### src/rtl/grmc_pkg.sv
`timescale 1ns / 1ps
// ----------------------------------------------------------------------------
// grmc_pkg : shared types and constants for the grid ray march column core
// Register indexes, defaults, sine table generation and the control state.
// ----------------------------------------------------------------------------
package grmc_pkg;

  localparam int unsigned MapSizeDef   = 32;
  localparam int unsigned MarchStepDef = 20;
  localparam int unsigned SineDepthDef = 256;

  localparam logic [2:0] RegPlayerX  = 3'd0;
  localparam logic [2:0] RegPlayerY  = 3'd1;
  localparam logic [2:0] RegView     = 3'd2;
  localparam logic [2:0] RegFov      = 3'd3;
  localparam logic [2:0] RegMaxDepth = 3'd4;
  localparam logic [2:0] RegColumns  = 3'd5;
  localparam logic [2:0] RegRows     = 3'd6;

  typedef enum logic [3:0] {
    ST_IDLE,
    ST_DIV1,
    ST_ANGLE,
    ST_SIN,
    ST_STEP,
    ST_RDMAP,
    ST_TEST,
    ST_CEIL_MUL,
    ST_DIV2,
    ST_OUT
  } state_e;

  // Quarter-wave polynomial, r in 0..16384, result Q14.
  function automatic logic [15:0] quarter_wave(input logic [14:0] r);
    logic [31:0] x, x2, t;
    begin
      x  = {16'd0, r, 1'b0};
      x2 = (x * x) >> 15;
      t  = 32'd153 - ((x2 * 32'd5) >> 15);
      t  = 32'd2611 - ((x2 * t) >> 15);
      t  = 32'd21167 - ((x2 * t) >> 15);
      t  = 32'd51472 - ((x2 * t) >> 15);
      x  = (((x * t) >> 15) + 32'd1) >> 1;
      quarter_wave = x[15:0];
    end
  endfunction

  function automatic logic signed [15:0] sine_q14(input logic [15:0] a);
    logic [14:0] r;
    logic [15:0] v;
    begin
      r = {1'b0, a[13:0]};
      if (a[14]) r = 15'd16384 - r;
      v = quarter_wave(r);
      sine_q14 = a[15] ? -$signed(v) : $signed(v);
    end
  endfunction

endpackage

### src/rtl/grmc_divider.sv
`timescale 1ns / 1ps
// ----------------------------------------------------------------------------
// grmc_divider : restoring unsigned divider, one quotient bit per cycle
// Shared by the ray angle and the ceiling row calculations.
// ----------------------------------------------------------------------------
module grmc_divider #(
  parameter int unsigned W = 32
) (
  input  logic                  clk_i,
  input  logic                  rst_ni,
  input  logic                  start_i,
  input  logic [W-1:0]          num_i,
  input  logic [W-1:0]          den_i,
  output logic                  busy_o,
  output logic [W-1:0]          quo_o
);
  localparam int unsigned CW = $clog2(W + 1);

  logic [W-1:0]  rem_q, rem_d, quo_q, quo_d, den_q, den_d;
  logic [CW-1:0] cnt_q, cnt_d;
  logic [W:0]    trial;

  always_comb begin
    rem_d = rem_q;
    quo_d = quo_q;
    den_d = den_q;
    cnt_d = cnt_q;
    trial = {rem_q, quo_q[W-1]} - {1'b0, den_q};
    if (start_i) begin
      rem_d = '0;
      quo_d = num_i;
      den_d = den_i;
      cnt_d = CW'(W);
    end else if (cnt_q != '0) begin
      cnt_d = cnt_q - 1'b1;
      if (!trial[W]) begin
        rem_d = trial[W-1:0];
        quo_d = {quo_q[W-2:0], 1'b1};
      end else begin
        rem_d = {rem_q[W-2:0], quo_q[W-1]};
        quo_d = {quo_q[W-2:0], 1'b0};
      end
    end
  end

  always_ff @(posedge clk_i or negedge rst_ni) begin
    if (!rst_ni) begin
      cnt_q <= '0;
    end else begin
      cnt_q <= cnt_d;
    end
  end

  always_ff @(posedge clk_i) begin
    rem_q <= rem_d;
    quo_q <= quo_d;
    den_q <= den_d;
  end

  assign busy_o = (cnt_q != '0);
  assign quo_o  = quo_q;

`ifndef ASSERT_OFF
  a_busy_after_start: assert property (@(posedge clk_i) disable iff (!rst_ni)
    start_i |=> busy_o) else $error("divider not busy after start");
  a_count_falls: assert property (@(posedge clk_i) disable iff (!rst_ni)
    (busy_o && !start_i) |=> (cnt_q == $past(cnt_q) - 1'b1))
    else $error("divider count skipped");
  a_idle_holds: assert property (@(posedge clk_i) disable iff (!rst_ni)
    (!busy_o && !start_i) |=> !busy_o) else $error("divider woke alone");
`endif
endmodule

### src/rtl/grmc_ram.sv
`timescale 1ns / 1ps
// ----------------------------------------------------------------------------
// grmc_ram : generic single-port RAM with registered read
// One write or read address per cycle.
// ----------------------------------------------------------------------------
module grmc_ram #(
  parameter int unsigned WIDTH = 32,
  parameter int unsigned DEPTH = 32
) (
  input  logic                     clk_i,
  input  logic                     we_i,
  input  logic [$clog2(DEPTH)-1:0] addr_i,
  input  logic [WIDTH-1:0]         wdata_i,
  output logic [WIDTH-1:0]         rdata_o
);
  logic [WIDTH-1:0] mem_q [DEPTH];

  always_ff @(posedge clk_i) begin
    if (we_i) mem_q[addr_i] <= wdata_i;
    rdata_o <= mem_q[addr_i];
  end
endmodule

### src/rtl/grid_ray_march_column_core.sv
`timescale 1ns / 1ps
// ----------------------------------------------------------------------------
// grid_ray_march_column_core : fixed-step grid raycaster, one column per cast
// ----------------------------------------------------------------------------
// A map row load is taken in the idle state, but not during the clearing pass
// that follows reset, when no item is taken. A cast runs two divisions plus
// setup and output, and each march step passes through the step, map read and
// test states. With default settings and an open path to max depth the march
// runs 1639 steps.
// The march loop with its single map read port dominates the cast. The result
// sits in an output register; the next item is taken while it waits, and a
// cast that finishes before that result has been transferred holds in its
// last state until it is.
// ----------------------------------------------------------------------------
module grid_ray_march_column_core #(
  parameter int unsigned MAP_SIZE         = grmc_pkg::MapSizeDef,
  parameter int unsigned MARCH_STEP       = grmc_pkg::MarchStepDef,
  parameter int unsigned SINE_TABLE_DEPTH = grmc_pkg::SineDepthDef
) (
  input  logic               clk_i,
  input  logic               rst_ni,
  input  logic               cfg_we_i,
  input  logic [2:0]         cfg_index_i,
  input  logic [15:0]        cfg_data_i,
  input  logic               in_valid_i,
  output logic               in_ready_o,
  input  logic               kind_i,
  input  logic [4:0]         row_index_i,
  input  logic [31:0]        row_bits_i,
  input  logic [9:0]         column_i,
  output logic               out_valid_o,
  input  logic               out_ready_i,
  output logic [9:0]         column_out_o,
  output logic [15:0]        distance_o,
  output logic               wall_hit_o,
  output logic signed [10:0] ceiling_row_o,
  output logic [10:0]        floor_row_o,
  output logic [10:0]        texture_u_o
);
  import grmc_pkg::*;

  localparam int unsigned AW = (MAP_SIZE > 1) ? $clog2(MAP_SIZE) : 1;
  localparam int unsigned SW = $clog2(SINE_TABLE_DEPTH);
  localparam int unsigned DW = 32;

  // configuration
  logic [15:0] px_q, py_q, view_q, maxd_q;
  logic [14:0] fov_q;
  logic [9:0]  cols_q;
  logic [8:0]  rows_q;

  always_ff @(posedge clk_i or negedge rst_ni) begin
    if (!rst_ni) begin
      px_q <= 16'd16384; py_q <= 16'd16384; view_q <= 16'd49152;
      fov_q <= 15'd8192; maxd_q <= 16'd32768; cols_q <= 10'd300; rows_q <= 9'd160;
    end else if (cfg_we_i) begin
      unique case (cfg_index_i)
        RegPlayerX:  px_q   <= cfg_data_i;
        RegPlayerY:  py_q   <= cfg_data_i;
        RegView:     view_q <= cfg_data_i;
        RegFov:      fov_q  <= cfg_data_i[14:0];
        RegMaxDepth: maxd_q <= cfg_data_i;
        RegColumns:  cols_q <= cfg_data_i[9:0];
        RegRows:     rows_q <= cfg_data_i[8:0];
        default: ;
      endcase
    end
  end

  state_e state_q, state_d;
  logic [AW:0]  clr_q, clr_d;
  logic         clr_busy;
  logic [9:0]   col_q, col_d;
  logic [15:0]  ray_q, ray_d;
  logic signed [15:0] ex_q, ex_d, ey_q, ey_d;
  logic [16:0]  dist_q, dist_d;
  logic signed [40:0] sx_q, sx_d, sy_q, sy_d;
  logic         hit_q, hit_d, sin_sel_q, sin_sel_d;
  logic [10:0]  tex_q, tex_d;
  logic         neg_q, neg_d;
  logic signed [10:0] ceil_q, ceil_d;

  // output register
  logic [9:0]  o_col_q, o_col_d;
  logic [15:0] o_dist_q, o_dist_d;
  logic        o_hit_q, o_hit_d;
  logic signed [10:0] o_ceil_q, o_ceil_d;
  logic [10:0] o_tex_q, o_tex_d;

  // shared divider
  logic          div_start, div_busy;
  logic [DW-1:0] dnum, dden, dquo;
  grmc_divider #(.W(DW)) u_div (
    .clk_i, .rst_ni, .start_i(div_start), .num_i(dnum), .den_i(dden),
    .busy_o(div_busy), .quo_o(dquo)
  );

  // map memory
  logic          ram_we;
  logic [AW-1:0] ram_addr;
  logic [31:0]   ram_wdata, ram_rdata;
  grmc_ram #(.WIDTH(32), .DEPTH(1 << AW)) u_map (
    .clk_i, .we_i(ram_we), .addr_i(ram_addr), .wdata_i(ram_wdata), .rdata_o(ram_rdata)
  );

  // constant sine table, entry q at angle q*65536/depth
  logic signed [15:0] sine_lut [SINE_TABLE_DEPTH];
  for (genvar g = 0; g < int'(SINE_TABLE_DEPTH); g++) begin : g_sine
    assign sine_lut[g] = sine_q14(16'((g * 65536) / SINE_TABLE_DEPTH));
  end

  // march test point cells
  logic [15:0] cxw, cyw;
  logic        out_map;
  logic [AW-1:0] cx_a, cy_a;
  logic signed [16:0] dxo, dyo;
  logic        use_y;
  logic [31:0] sin_prod;
  logic [16:0] ang_sum;
  logic [SW-1:0] qidx, qidx_c;
  logic [16:0] dist_sat;
  logic signed [17:0] dm;
  logic [16:0] dm_abs;

  assign clr_busy = (clr_q != '0);
  assign sin_prod = {17'd0, fov_q} * {22'd0, column_i};

  always_comb begin
    cxw  = 16'(sx_q >>> 25);
    cyw  = 16'(sy_q >>> 25);
    out_map = sx_q[40] || sy_q[40] || (cxw >= 16'(MAP_SIZE)) || (cyw >= 16'(MAP_SIZE));
    cx_a = cxw[AW-1:0];
    cy_a = cyw[AW-1:0];
    dxo  = $signed(17'(sx_q[24:14])) - 17'sd1024;
    dyo  = $signed(17'(sy_q[24:14])) - 17'sd1024;
    use_y = (dxo == 0 && dyo == 0) || (dxo > 0 && -dxo <= dyo && dyo < dxo) ||
            (dxo < 0 && dxo < dyo && dyo <= -dxo);
    ang_sum = {1'b0, view_q} - 17'(fov_q >> 1) + 17'(dquo[15:0]);
    qidx   = SW'(ray_q >> (16 - SW));
    qidx_c = qidx + SW'(SINE_TABLE_DEPTH / 4);
    dist_sat = (dist_q > 17'd65535) ? 17'd65535 : dist_q;
    dm = $signed({1'b0, dist_sat}) - 18'sd4096;
    dm_abs = dm[17] ? 17'(-dm) : 17'(dm);
  end

  always_comb begin
    state_d = state_q; clr_d = clr_q; col_d = col_q; ray_d = ray_q;
    ex_d = ex_q; ey_d = ey_q; dist_d = dist_q; sx_d = sx_q; sy_d = sy_q;
    hit_d = hit_q; tex_d = tex_q; sin_sel_d = sin_sel_q; neg_d = neg_q;
    ceil_d = ceil_q;
    o_col_d = o_col_q; o_dist_d = o_dist_q; o_hit_d = o_hit_q;
    o_ceil_d = o_ceil_q; o_tex_d = o_tex_q;
    div_start = 1'b0; dnum = '0; dden = 32'd1;
    ram_we = 1'b0; ram_addr = '0; ram_wdata = '0;
    in_ready_o = 1'b0;
    if (clr_busy) begin
      ram_we = 1'b1; ram_addr = AW'(clr_q - 1'b1); clr_d = clr_q - 1'b1;
    end
    unique case (state_q)
      ST_IDLE: begin
        in_ready_o = !clr_busy;
        if (in_valid_i && in_ready_o) begin
          if (!kind_i) begin
            ram_we = ({1'b0, row_index_i} < 6'(MAP_SIZE));
            ram_addr = AW'(row_index_i);
            ram_wdata = row_bits_i;
          end else begin
            col_d = column_i;
            div_start = 1'b1; dnum = sin_prod;
            dden = (cols_q == '0) ? 32'd1 : {22'd0, cols_q};
            state_d = ST_DIV1;
          end
        end
      end
      ST_DIV1: if (!div_busy && !div_start) state_d = ST_ANGLE;
      ST_ANGLE: begin
        ray_d = ang_sum[15:0]; sin_sel_d = 1'b0; state_d = ST_SIN;
      end
      ST_SIN: begin
        if (!sin_sel_q) begin
          ex_d = sine_lut[qidx]; sin_sel_d = 1'b1;
        end else begin
          ey_d = sine_lut[qidx_c];
          dist_d = '0; hit_d = 1'b0; tex_d = '0;
          sx_d = $signed({25'd0, px_q}) <<< 14;
          sy_d = $signed({25'd0, py_q}) <<< 14;
          state_d = ST_STEP;
        end
      end
      ST_STEP: begin
        if (dist_q >= {1'b0, maxd_q}) begin
          state_d = ST_CEIL_MUL;
        end else begin
          dist_d = dist_q + 17'(MARCH_STEP);
          sx_d = sx_q + 41'(ex_q) * 41'(MARCH_STEP);
          sy_d = sy_q + 41'(ey_q) * 41'(MARCH_STEP);
          state_d = ST_RDMAP;
        end
      end
      ST_RDMAP: begin
        ram_addr = cy_a;
        state_d = ST_TEST;
      end
      ST_TEST: begin
        if (out_map) begin
          dist_d = {1'b0, maxd_q}; state_d = ST_CEIL_MUL;
        end else if ((cxw < 16'd32) && ram_rdata[cx_a[4:0] & 5'h1f]) begin
          hit_d = 1'b1;
          tex_d = use_y ? sy_q[24:14] : sx_q[24:14];
          state_d = ST_CEIL_MUL;
        end else begin
          state_d = ST_STEP;
        end
      end
      ST_CEIL_MUL: begin
        if (dist_sat == '0) begin
          ceil_d = -11'sd1024; state_d = ST_OUT;
        end else begin
          neg_d = dm[17];
          div_start = 1'b1;
          dnum = {23'd0, rows_q} * {15'd0, dm_abs};
          dden = {14'd0, dist_sat, 1'b0};
          state_d = ST_DIV2;
        end
      end
      ST_DIV2: begin
        if (!div_busy && !div_start) begin
          if (neg_d) ceil_d = (dquo > 32'd1024) ? -11'sd1024 : 11'(-$signed({1'b0, dquo[10:0]}));
          else       ceil_d = (dquo > 32'd1023) ? 11'sd1023 : $signed(dquo[10:0]);
          state_d = ST_OUT;
        end
      end
      ST_OUT: begin
        if (!out_valid_o || out_ready_i) begin
          o_col_d = col_q; o_dist_d = dist_sat[15:0]; o_hit_d = hit_q;
          o_ceil_d = ceil_q; o_tex_d = hit_q ? tex_q : '0;
          state_d = ST_IDLE;
        end
      end
      default: state_d = ST_IDLE;
    endcase
  end

  logic ov_set;
  assign ov_set = (state_q == ST_OUT) && (!out_valid_o || out_ready_i);

  always_ff @(posedge clk_i or negedge rst_ni) begin
    if (!rst_ni) begin
      state_q <= ST_IDLE;
      clr_q <= (AW + 1)'(MAP_SIZE);
      out_valid_o <= 1'b0;
    end else begin
      state_q <= state_d;
      clr_q <= clr_d;
      if (ov_set) out_valid_o <= 1'b1;
      else if (out_ready_i) out_valid_o <= 1'b0;
    end
  end

  always_ff @(posedge clk_i) begin
    col_q <= col_d; ray_q <= ray_d; ex_q <= ex_d; ey_q <= ey_d;
    dist_q <= dist_d; sx_q <= sx_d; sy_q <= sy_d; hit_q <= hit_d; tex_q <= tex_d;
    sin_sel_q <= sin_sel_d; neg_q <= neg_d; ceil_q <= ceil_d;
    o_col_q <= o_col_d; o_dist_q <= o_dist_d; o_hit_q <= o_hit_d;
    o_ceil_q <= o_ceil_d; o_tex_q <= o_tex_d;
  end

  assign column_out_o  = o_col_q;
  assign distance_o    = o_dist_q;
  assign wall_hit_o    = o_hit_q;
  assign ceiling_row_o = o_ceil_q;
  assign floor_row_o   = 11'({2'b00, rows_q} - o_ceil_q);
  assign texture_u_o   = o_tex_q;

`ifndef ASSERT_OFF
  a_no_take_busy: assert property (@(posedge clk_i) disable iff (!rst_ni)
    (state_q != ST_IDLE) |-> !in_ready_o) else $error("item taken mid cast");
  a_no_take_clear: assert property (@(posedge clk_i) disable iff (!rst_ni)
    clr_busy |-> !in_ready_o) else $error("item taken while clearing");
  a_out_after_cast: assert property (@(posedge clk_i) disable iff (!rst_ni)
    (state_q == ST_OUT) |=> out_valid_o) else $error("result lost");
  a_tex_zero_miss: assert property (@(posedge clk_i) disable iff (!rst_ni)
    (out_valid_o && !wall_hit_o) |-> (texture_u_o == '0)) else $error("texture on miss");
`endif
endmodule
### config.mk
export PLATFORM = sky130hd
export DESIGN_NAME = grid_ray_march_column_core
export DESIGN_NICKNAME = d
export VERILOG_FILES = /design/src/rtl/grmc_pkg.sv /design/src/rtl/grmc_divider.sv /design/src/rtl/grmc_ram.sv /design/src/rtl/grid_ray_march_column_core.sv
export SDC_FILE = /design/constraint.sdc
export NUM_CORES = 2
export LEC_CHECK = 0
export CAP_MARGIN = 20
export CORE_UTILIZATION = 45
export DETAILED_ROUTE_END_ITERATION = 8
export DONT_BUFFER_PORTS = 1
export GPL_ROUTABILITY_DRIVEN = 1
export SETUP_SLACK_MARGIN = 0.05
export SYNTH_ARGS = -nofsm -noshare
export SYNTH_HDL_FRONTEND = slang
export SYNTH_SLANG_ARGS = --single-unit
export TNS_END_PERCENT = 100
### constraint.sdc
create_clock -name clk_i -period 10.04 [get_ports clk_i]
set_clock_uncertainty 0.2 [all_clocks]
set_input_delay 2.008 -clock clk_i [delete_from_list [all_inputs] [get_ports clk_i]]
set_output_delay 2.008 -clock clk_i [all_outputs]
set_load 0.05 [all_outputs]
# [Word level (Yosys, flattened, before mapping)]
# Memory sizes are Yosys's and may differ from the RTL's. A register that Yosys moved wholly into a read port is not among the register bits.
# Cells that the tools add are included.
[word_totals] memories=3 out_inout_bits=62 mem_bits_rw=1024 regBits=410 romBits=8192
[memory_table] memory="(name not given)" depth=256 word_bits=16 read_ports=1 rd_ports_with_merged_regs=1 write_ports=0 line="grid_ray_march_column_core.sv:183" source="ey_d = sine_lut[qidx_c];"
[memory_table] memory="(name not given)" depth=256 word_bits=16 read_ports=1 rd_ports_with_merged_regs=1 write_ports=0 line="grid_ray_march_column_core.sv:181" source="ex_d = sine_lut[qidx]; sin_sel_d = 1'b1;"
[memory_table] memory="u_map.mem_q" depth=32 word_bits=32 read_ports=1 rd_ports_with_merged_regs=1 write_ports=1 line="grmc_ram.sv:16" source="logic [WIDTH-1:0] mem_q [DEPTH];"
[op_classes] n_addsub=16 eq_ne=26 reduce_logical=48 mux=76 n_bitwise=4 n_mul=4 n_lt_le_gt_ge=14
[op_table] cell="$mux W32" count=6
[op_table] cell="$mux W41" count=4
[op_table] cell="$pmux W41 S2" count=2
[op_table] cell="$mux W11" count=9
[op_table] cell="$mux W17" count=5
[op_table] cell="$add A41 B41 Y41" count=2
[op_table] cell="$mul A41 B3 Y39 const B" count=2
[op_table] cell="$logic_not A32 Y1" count=2
[op_table] cell="$pmux W26 S2" count=1
[op_table] cell="$pmux W17 S3" count=1
[op_table] cell="$mux W25" count=2
[op_table] cell="$pmux W11 S2" count=2
[op_table] cell="$pmux W4 S10" count=1
[op_table] cell="$pmux W18 S2" count=1
[op_table] cell="$sub A33 B32 Y33" count=1
[op_table] cell="$ge A16 B6 Y1 const B" count=2
[op_table] cell="$gt A32 B10 Y1 const B" count=1
[op_table] cell="$gt A32 B11 Y1 const B" count=1
[op_table] cell="$mux W10" count=3
[op_table] cell="$mul A9 B17 Y26" count=1
[op_table] cell="$mux W26" count=1
[op_table] cell="$mul A15 B10 Y25" count=1
[op_table] cell="$lt A12 B12 Y1" count=2
[op_table] cell="$mux W4" count=6
[op_table] cell="other kinds (51)" count=129

# [Logic depth before layout (Yosys ltp)]
[depth] depth_word=11 ltp_mapped=30 ltp_nobuf=29

# [By module]
# A second synthesis with hierarchy kept.
[hier_totals] cells_unflattened=6910 hier_area_um2=82121.3
[modules_own_cells] module="grmc_ram" area_each_um2=39741.9 seq_area_each_um2=31390.1 instances=1 cells_each=2107
[modules_own_cells] module="grid_ray_march_column_core" area_each_um2=36642.6 seq_area_each_um2=9320.2 instances=1 cells_each=4246
[modules_own_cells] module="grmc_divider" area_each_um2=5736.8 seq_area_each_um2=2712.6 instances=1 cells_each=557

# [Worst setup path after synthesis]
# OpenSTA, ideal clock, no wires.
[synth_timing] kind="register to register" start="register dist_q[10]" end="register dist_q[10] (enable)" required_ns=9.467 setup_ns=0.373 path_stages_with_launch=12 path_slack_ns=1.667 n_path_buf=0 arrival_ns=7.800 path_cell_list="edfxtp_1 > ha_1 > a21o_1 > a21o_1 > a21oi_1 > o21ai_0 > a21oi_1 > o41ai_1 > nand3_1 > nand2_1 > o21ai_0 > o21a_1"
[synth_via] elab_chain_cells=3
[synth_rtl] element="from (decl)" line="grid_ray_march_column_core.sv:76" source="logic [16:0] dist_q, dist_d;"
[synth_rtl] element="from (signal assigned)" line="grid_ray_march_column_core.sv:262" source="dist_q <= dist_d; sx_q <= sx_d; sy_q <= sy_d; hit_q <= hit_d; tex_q <= tex_d;"
[synth_rtl] element="$ge A17 B16 Y1" line="grid_ray_march_column_core.sv:191" source="if (dist_q >= {1'b0, maxd_q}) begin"
[synth_rtl] element="$ne A2 B2 Y1 (no line)"
[synth_rtl] element="$reduce_and A4 Y1 (no line)"
# Every way passes these cells.
# A chain may end at the register's enable or synchronous reset.

# [Worst setup path after layout]
[layout_timing] start="register dist_q[9]" end="register u_div.quo_q[24], in the netlist u_div.quo_o[24] (data pin)"
[layout_via] elab_chain_cells=9 word_cells_on_any_way=12 cone_classes="add/sub: 2; mul: 1; order compare: 1; mux: 7; reduce/logical: 1"
[layout_rtl] element="$gt A17 B16 Y1" line="grid_ray_march_column_core.sv:141" source="dist_sat = (dist_q > 17'd65535) ? 17'd65535 : dist_q;"
[layout_rtl] element="$mux W17 (*)" line="grid_ray_march_column_core.sv:141"
[layout_rtl] element="$sub A17 B13 Y18" line="grid_ray_march_column_core.sv:142" source="dm = $signed({1'b0, dist_sat}) - 18'sd4096;"
[layout_rtl] element="$neg A17 Y17" line="grid_ray_march_column_core.sv:143" source="dm_abs = dm[17] ? 17'(-dm) : 17'(dm);"
[layout_rtl] element="$mux W17" line="grid_ray_march_column_core.sv:143"
[layout_rtl] element="$mul A9 B17 Y26" line="grid_ray_march_column_core.sv:221" source="dnum = {23'd0, rows_q} * {15'd0, dm_abs};"
[layout_rtl] element="$mux W26" line="grid_ray_march_column_core.sv:216" source="if (dist_sat == '0) begin"
[layout_rtl] element="$pmux W26 S2" line="grid_ray_march_column_core.sv:159" source="unique case (state_q)"
[layout_rtl] element="$mux W32 (*)" line="grmc_divider.sv:29" source="if (start_i) begin"
[layout_rtl] element="net u_div.quo_d[24]" line="grmc_divider.sv:19" source="logic [W-1:0] rem_q, rem_d, quo_q, quo_d, den_q, den_d;"
[layout_rtl] element="to (signal assigned)" line="grmc_divider.sv:56" source="quo_q <= quo_d;"
[layout_rtl] element="to (decl)" line="grmc_divider.sv:19"
# Mark *: on every way through the listed nets, which the timed path passes. The rest lies on a longest branch.

==> metrics.cfg <==
[power]
p_leak_nw=35.5
power_density_mw_per_mm2=366
ir_drop_mv=0.639

[worst_setup_path]
crit_required_ns=10.39
path_buf_inv=3
critPathMaxFanout=9
r2r_slack_ns=1.48
critPathSlowestCell=nor2_1
critPathKind=reg2reg
slowest_delay_ns=0.56
crit_top_cell=fa_1
start_kind=flip-flop
cp-end-kind=flip-flop
path_delay_family=compound AO/OA/AOI/OAI gates
cp.arrival_ns=8.90

[clock_network]
cts_tree=yes
clock_latency_ns=0.83
ctsResizeCount=0
ctsRootBufferMaster=clkbuf_16
cts.sinks=1472
hold_buffers=0
htreeDepth=4
cts_setup_buffers=0
cts.path.max_buffers=3
numCtsBuffers=160
clk_transition_reported_paths_ns=0.06

[floorplan]
die_area_mm2=0.181
die_h_um=426
die_x_um=426
ios=134
core_area_mm2=0.178
start_util=0.453
core.rowCount=155

[synthesis]
synth_fp_nets=8046
synth_xor_area_frac=0.0214
synth-seq-cells=1472
synth_top_family_by_area=simple AND/OR/NAND/NOR gates
synth.area.mux_share=0.0391
ys_types=88
ys_async_sr_fraction=0.0781
syn_area_mm2=0.0809
yosys_warnings=0
netlist_instances=7385
synth_simple_gate_area_frac=0.145
seq_area_frac_synth=0.532
ys.flop_type=edfxtp_1
synth_compound_area_frac=0.112
synthAdderAreaFrac=0.112
syn_area_per_cell_um2=11.0
synth-edff-count=1293

[grt]
grt_max_degree=151
grt.overflow.total=0
grt_pass1_vias=56100
antenna_found_initial=23
grt_util_all_layers=0.270
grt_pass1_wl_mm=367

[sta]
fmax_mhz=117
fin_crit_ns=8.56
setup_viol=0
grt_setup_unrepaired=false
max-slew-margin-rel=0.211
post-route-period-util=0.852
tightest_slew_ns=1.18
hold_viol=0
maxSlewViolCount=0
setup_tns_ns=0
finalWorstSetupSlack_ns=1.48
hold_ws_ns=0.207

[job]
cap_violations=0

[placement]
gp_congestion=0.940
place_ws_ns=1.51
dp_hpwl_mm=159
port_buffers=0

[outcome]
outcome=finished, final reports clean

[cells_and_area]
finalNetCount=7940
areaGrowthSynthToFinish_pct=10.3
drive_above_1_share=0.0744

[drt]
drc=0
first_iter_violations=6907
ant_nets=0
wirelength_mm=247
avgRoutedWirePerCell_um=25.3
dr.pass1.iters=7
viasPerCell=5.96
vias=58300

[worst_hold_path]
holdCritPathClass=reg2reg

registers in the layout (all words and copies together) (netlist names), 15 cells and up:
| register | count |
|---|---|
| u_map.mem_q | 1024 |
| u_map.rdata_o | 32 |
| ex_q | 16 |
| sx_q | 39 |
| px_q | 16 |
| distance_o | 16 |
| dist_q | 17 |
| py_q | 16 |
| u_div.rem_q | 32 |
| u_div.quo_o | 32 |
| maxd_q | 16 |
| view_q | 16 |
| sy_q | 39 |
| fov_q | 15 |
| u_div.den_q | 18 |
| ey_q | 16 |
power by group:
part	switching, mW	internal [mW]	total, mW
Combinational	11.5	7.09	18.6
Sequential	0.636	7.45	8.09
Clock	2.58	3.38	5.96
worst paths after layout:
check	cells past startpoint	to	start
max	28	u_div.quo_o[24]	dist_q[9]
min	0	column_out_o[8]	col_q[8]
max reg2reg	28	u_div.quo_o[24]	dist_q[9]
min reg2reg	0	column_out_o[8]	col_q[8]
max in group asynchronous	0	u_div.cnt_q[3]	rst_ni
min in group asynchronous	0	maxd_q[7]	rst_ni
layout make-up:
| cell class | count | area (um^2) |
|---|---|---|
| inverter | 448 | 1680 |
| multi-input combinational | 5079 | 35100 |
| tap | 2355 | 2950 |
| timing repair buffer | 118 | 1110 |
| sequential | 1472 | 43000 |
| antenna | 5 | 12.5 |
| fill | 15800 | 89200 |
| clock buffer | 208 | 4390 |
| clock inverter | 90 | 962 |
layout by cell type (no fill, tap or decap), types with 29 or more instances in the layout:
master / instances
o31ai_1: 29
ha_1: 362
nand3_1: 253
a31oi_1: 116
nor2b_1: 48
nor2_1: 349
or3_1: 31
clkbuf_16: 162
mux2i_1: 195
and2_1: 209
a311oi_1: 52
a211oi_1: 96
nor3_1: 79
clkinv_1: 30
dfrtp_1: 102
o22ai_1: 96
edfxtp_1: 1293
dfxtp_1: 64
nand2_1: 1222
clkbuf_1: 30
a21o_1: 74
nor4_1: 57
nand2b_1: 45
o21a_1: 34
xnor2_1: 129
nor2_4: 32
and3_1: 118
mux2_2: 80
a21oi_1: 377
xor2_1: 69
inv_1: 442
buf_4: 102
fa_1: 227
nand4_1: 39
o21ai_0: 335
cell usage after synthesis, drive strengths merged, types with 74 or more instances:
cell type | count | area share
a211oi | 98 | 0.0092
a21o | 74 | 0.0069
a21oi | 377 | 0.023
a31oi | 116 | 0.0090
and2 | 210 | 0.016
and3 | 118 | 0.0091
buf | 80 | 0.0042
clkbuf | 306 | 0.014
dfrtp | 102 | 0.032
edfxtp | 1293 | 0.48
fa | 227 | 0.056
ha | 362 | 0.056
inv | 444 | 0.021
mux2 | 81 | 0.011
mux2i | 196 | 0.024
nand2 | 1225 | 0.057
nand3 | 254 | 0.016
nor2 | 384 | 0.018
nor3 | 84 | 0.0053
o21ai | 339 | 0.021
o22ai | 96 | 0.0074
xnor2 | 129 | 0.014
layer usage:
layer | up-vias | GRT usage | share of wire
met5 | - | 0 | 0.00031
met1 | 28900 | 0.369 | 0.42
met4 | 12 | 0.0888 | 0.034
met2 | 2473 | 0.437 | 0.47
li1 | 26400 | - | -
met3 | 493 | 0.0468 | 0.079
through the flow:
step                power (mW)   util  area, um^2  cells
CTS                       32.5  0.499       89000   9762
finish                    32.6  0.500       89200   9775
floorplan                 21.5      -       80900   7385
detailed placement        26.5  0.469       83700   9464
global placement          26.4  0.469       83700   9462
global route              35.1  0.500       89200   9771
kinds of logic after synthesis:
| group | after synthesis |
|---|---|
| flip-flops | 1472 |
| adder cells (fa/ha/maj) | 590 |
| other | 1 |
| buffers and inverters | 834 |
| AND/OR/NAND/NOR | 2563 |
| XOR/XNOR | 198 |
| multiplexers | 290 |
| AO/OA/AOI/OAI | 1437 |
No activity file was read; power rests on OpenSTA's default activity.
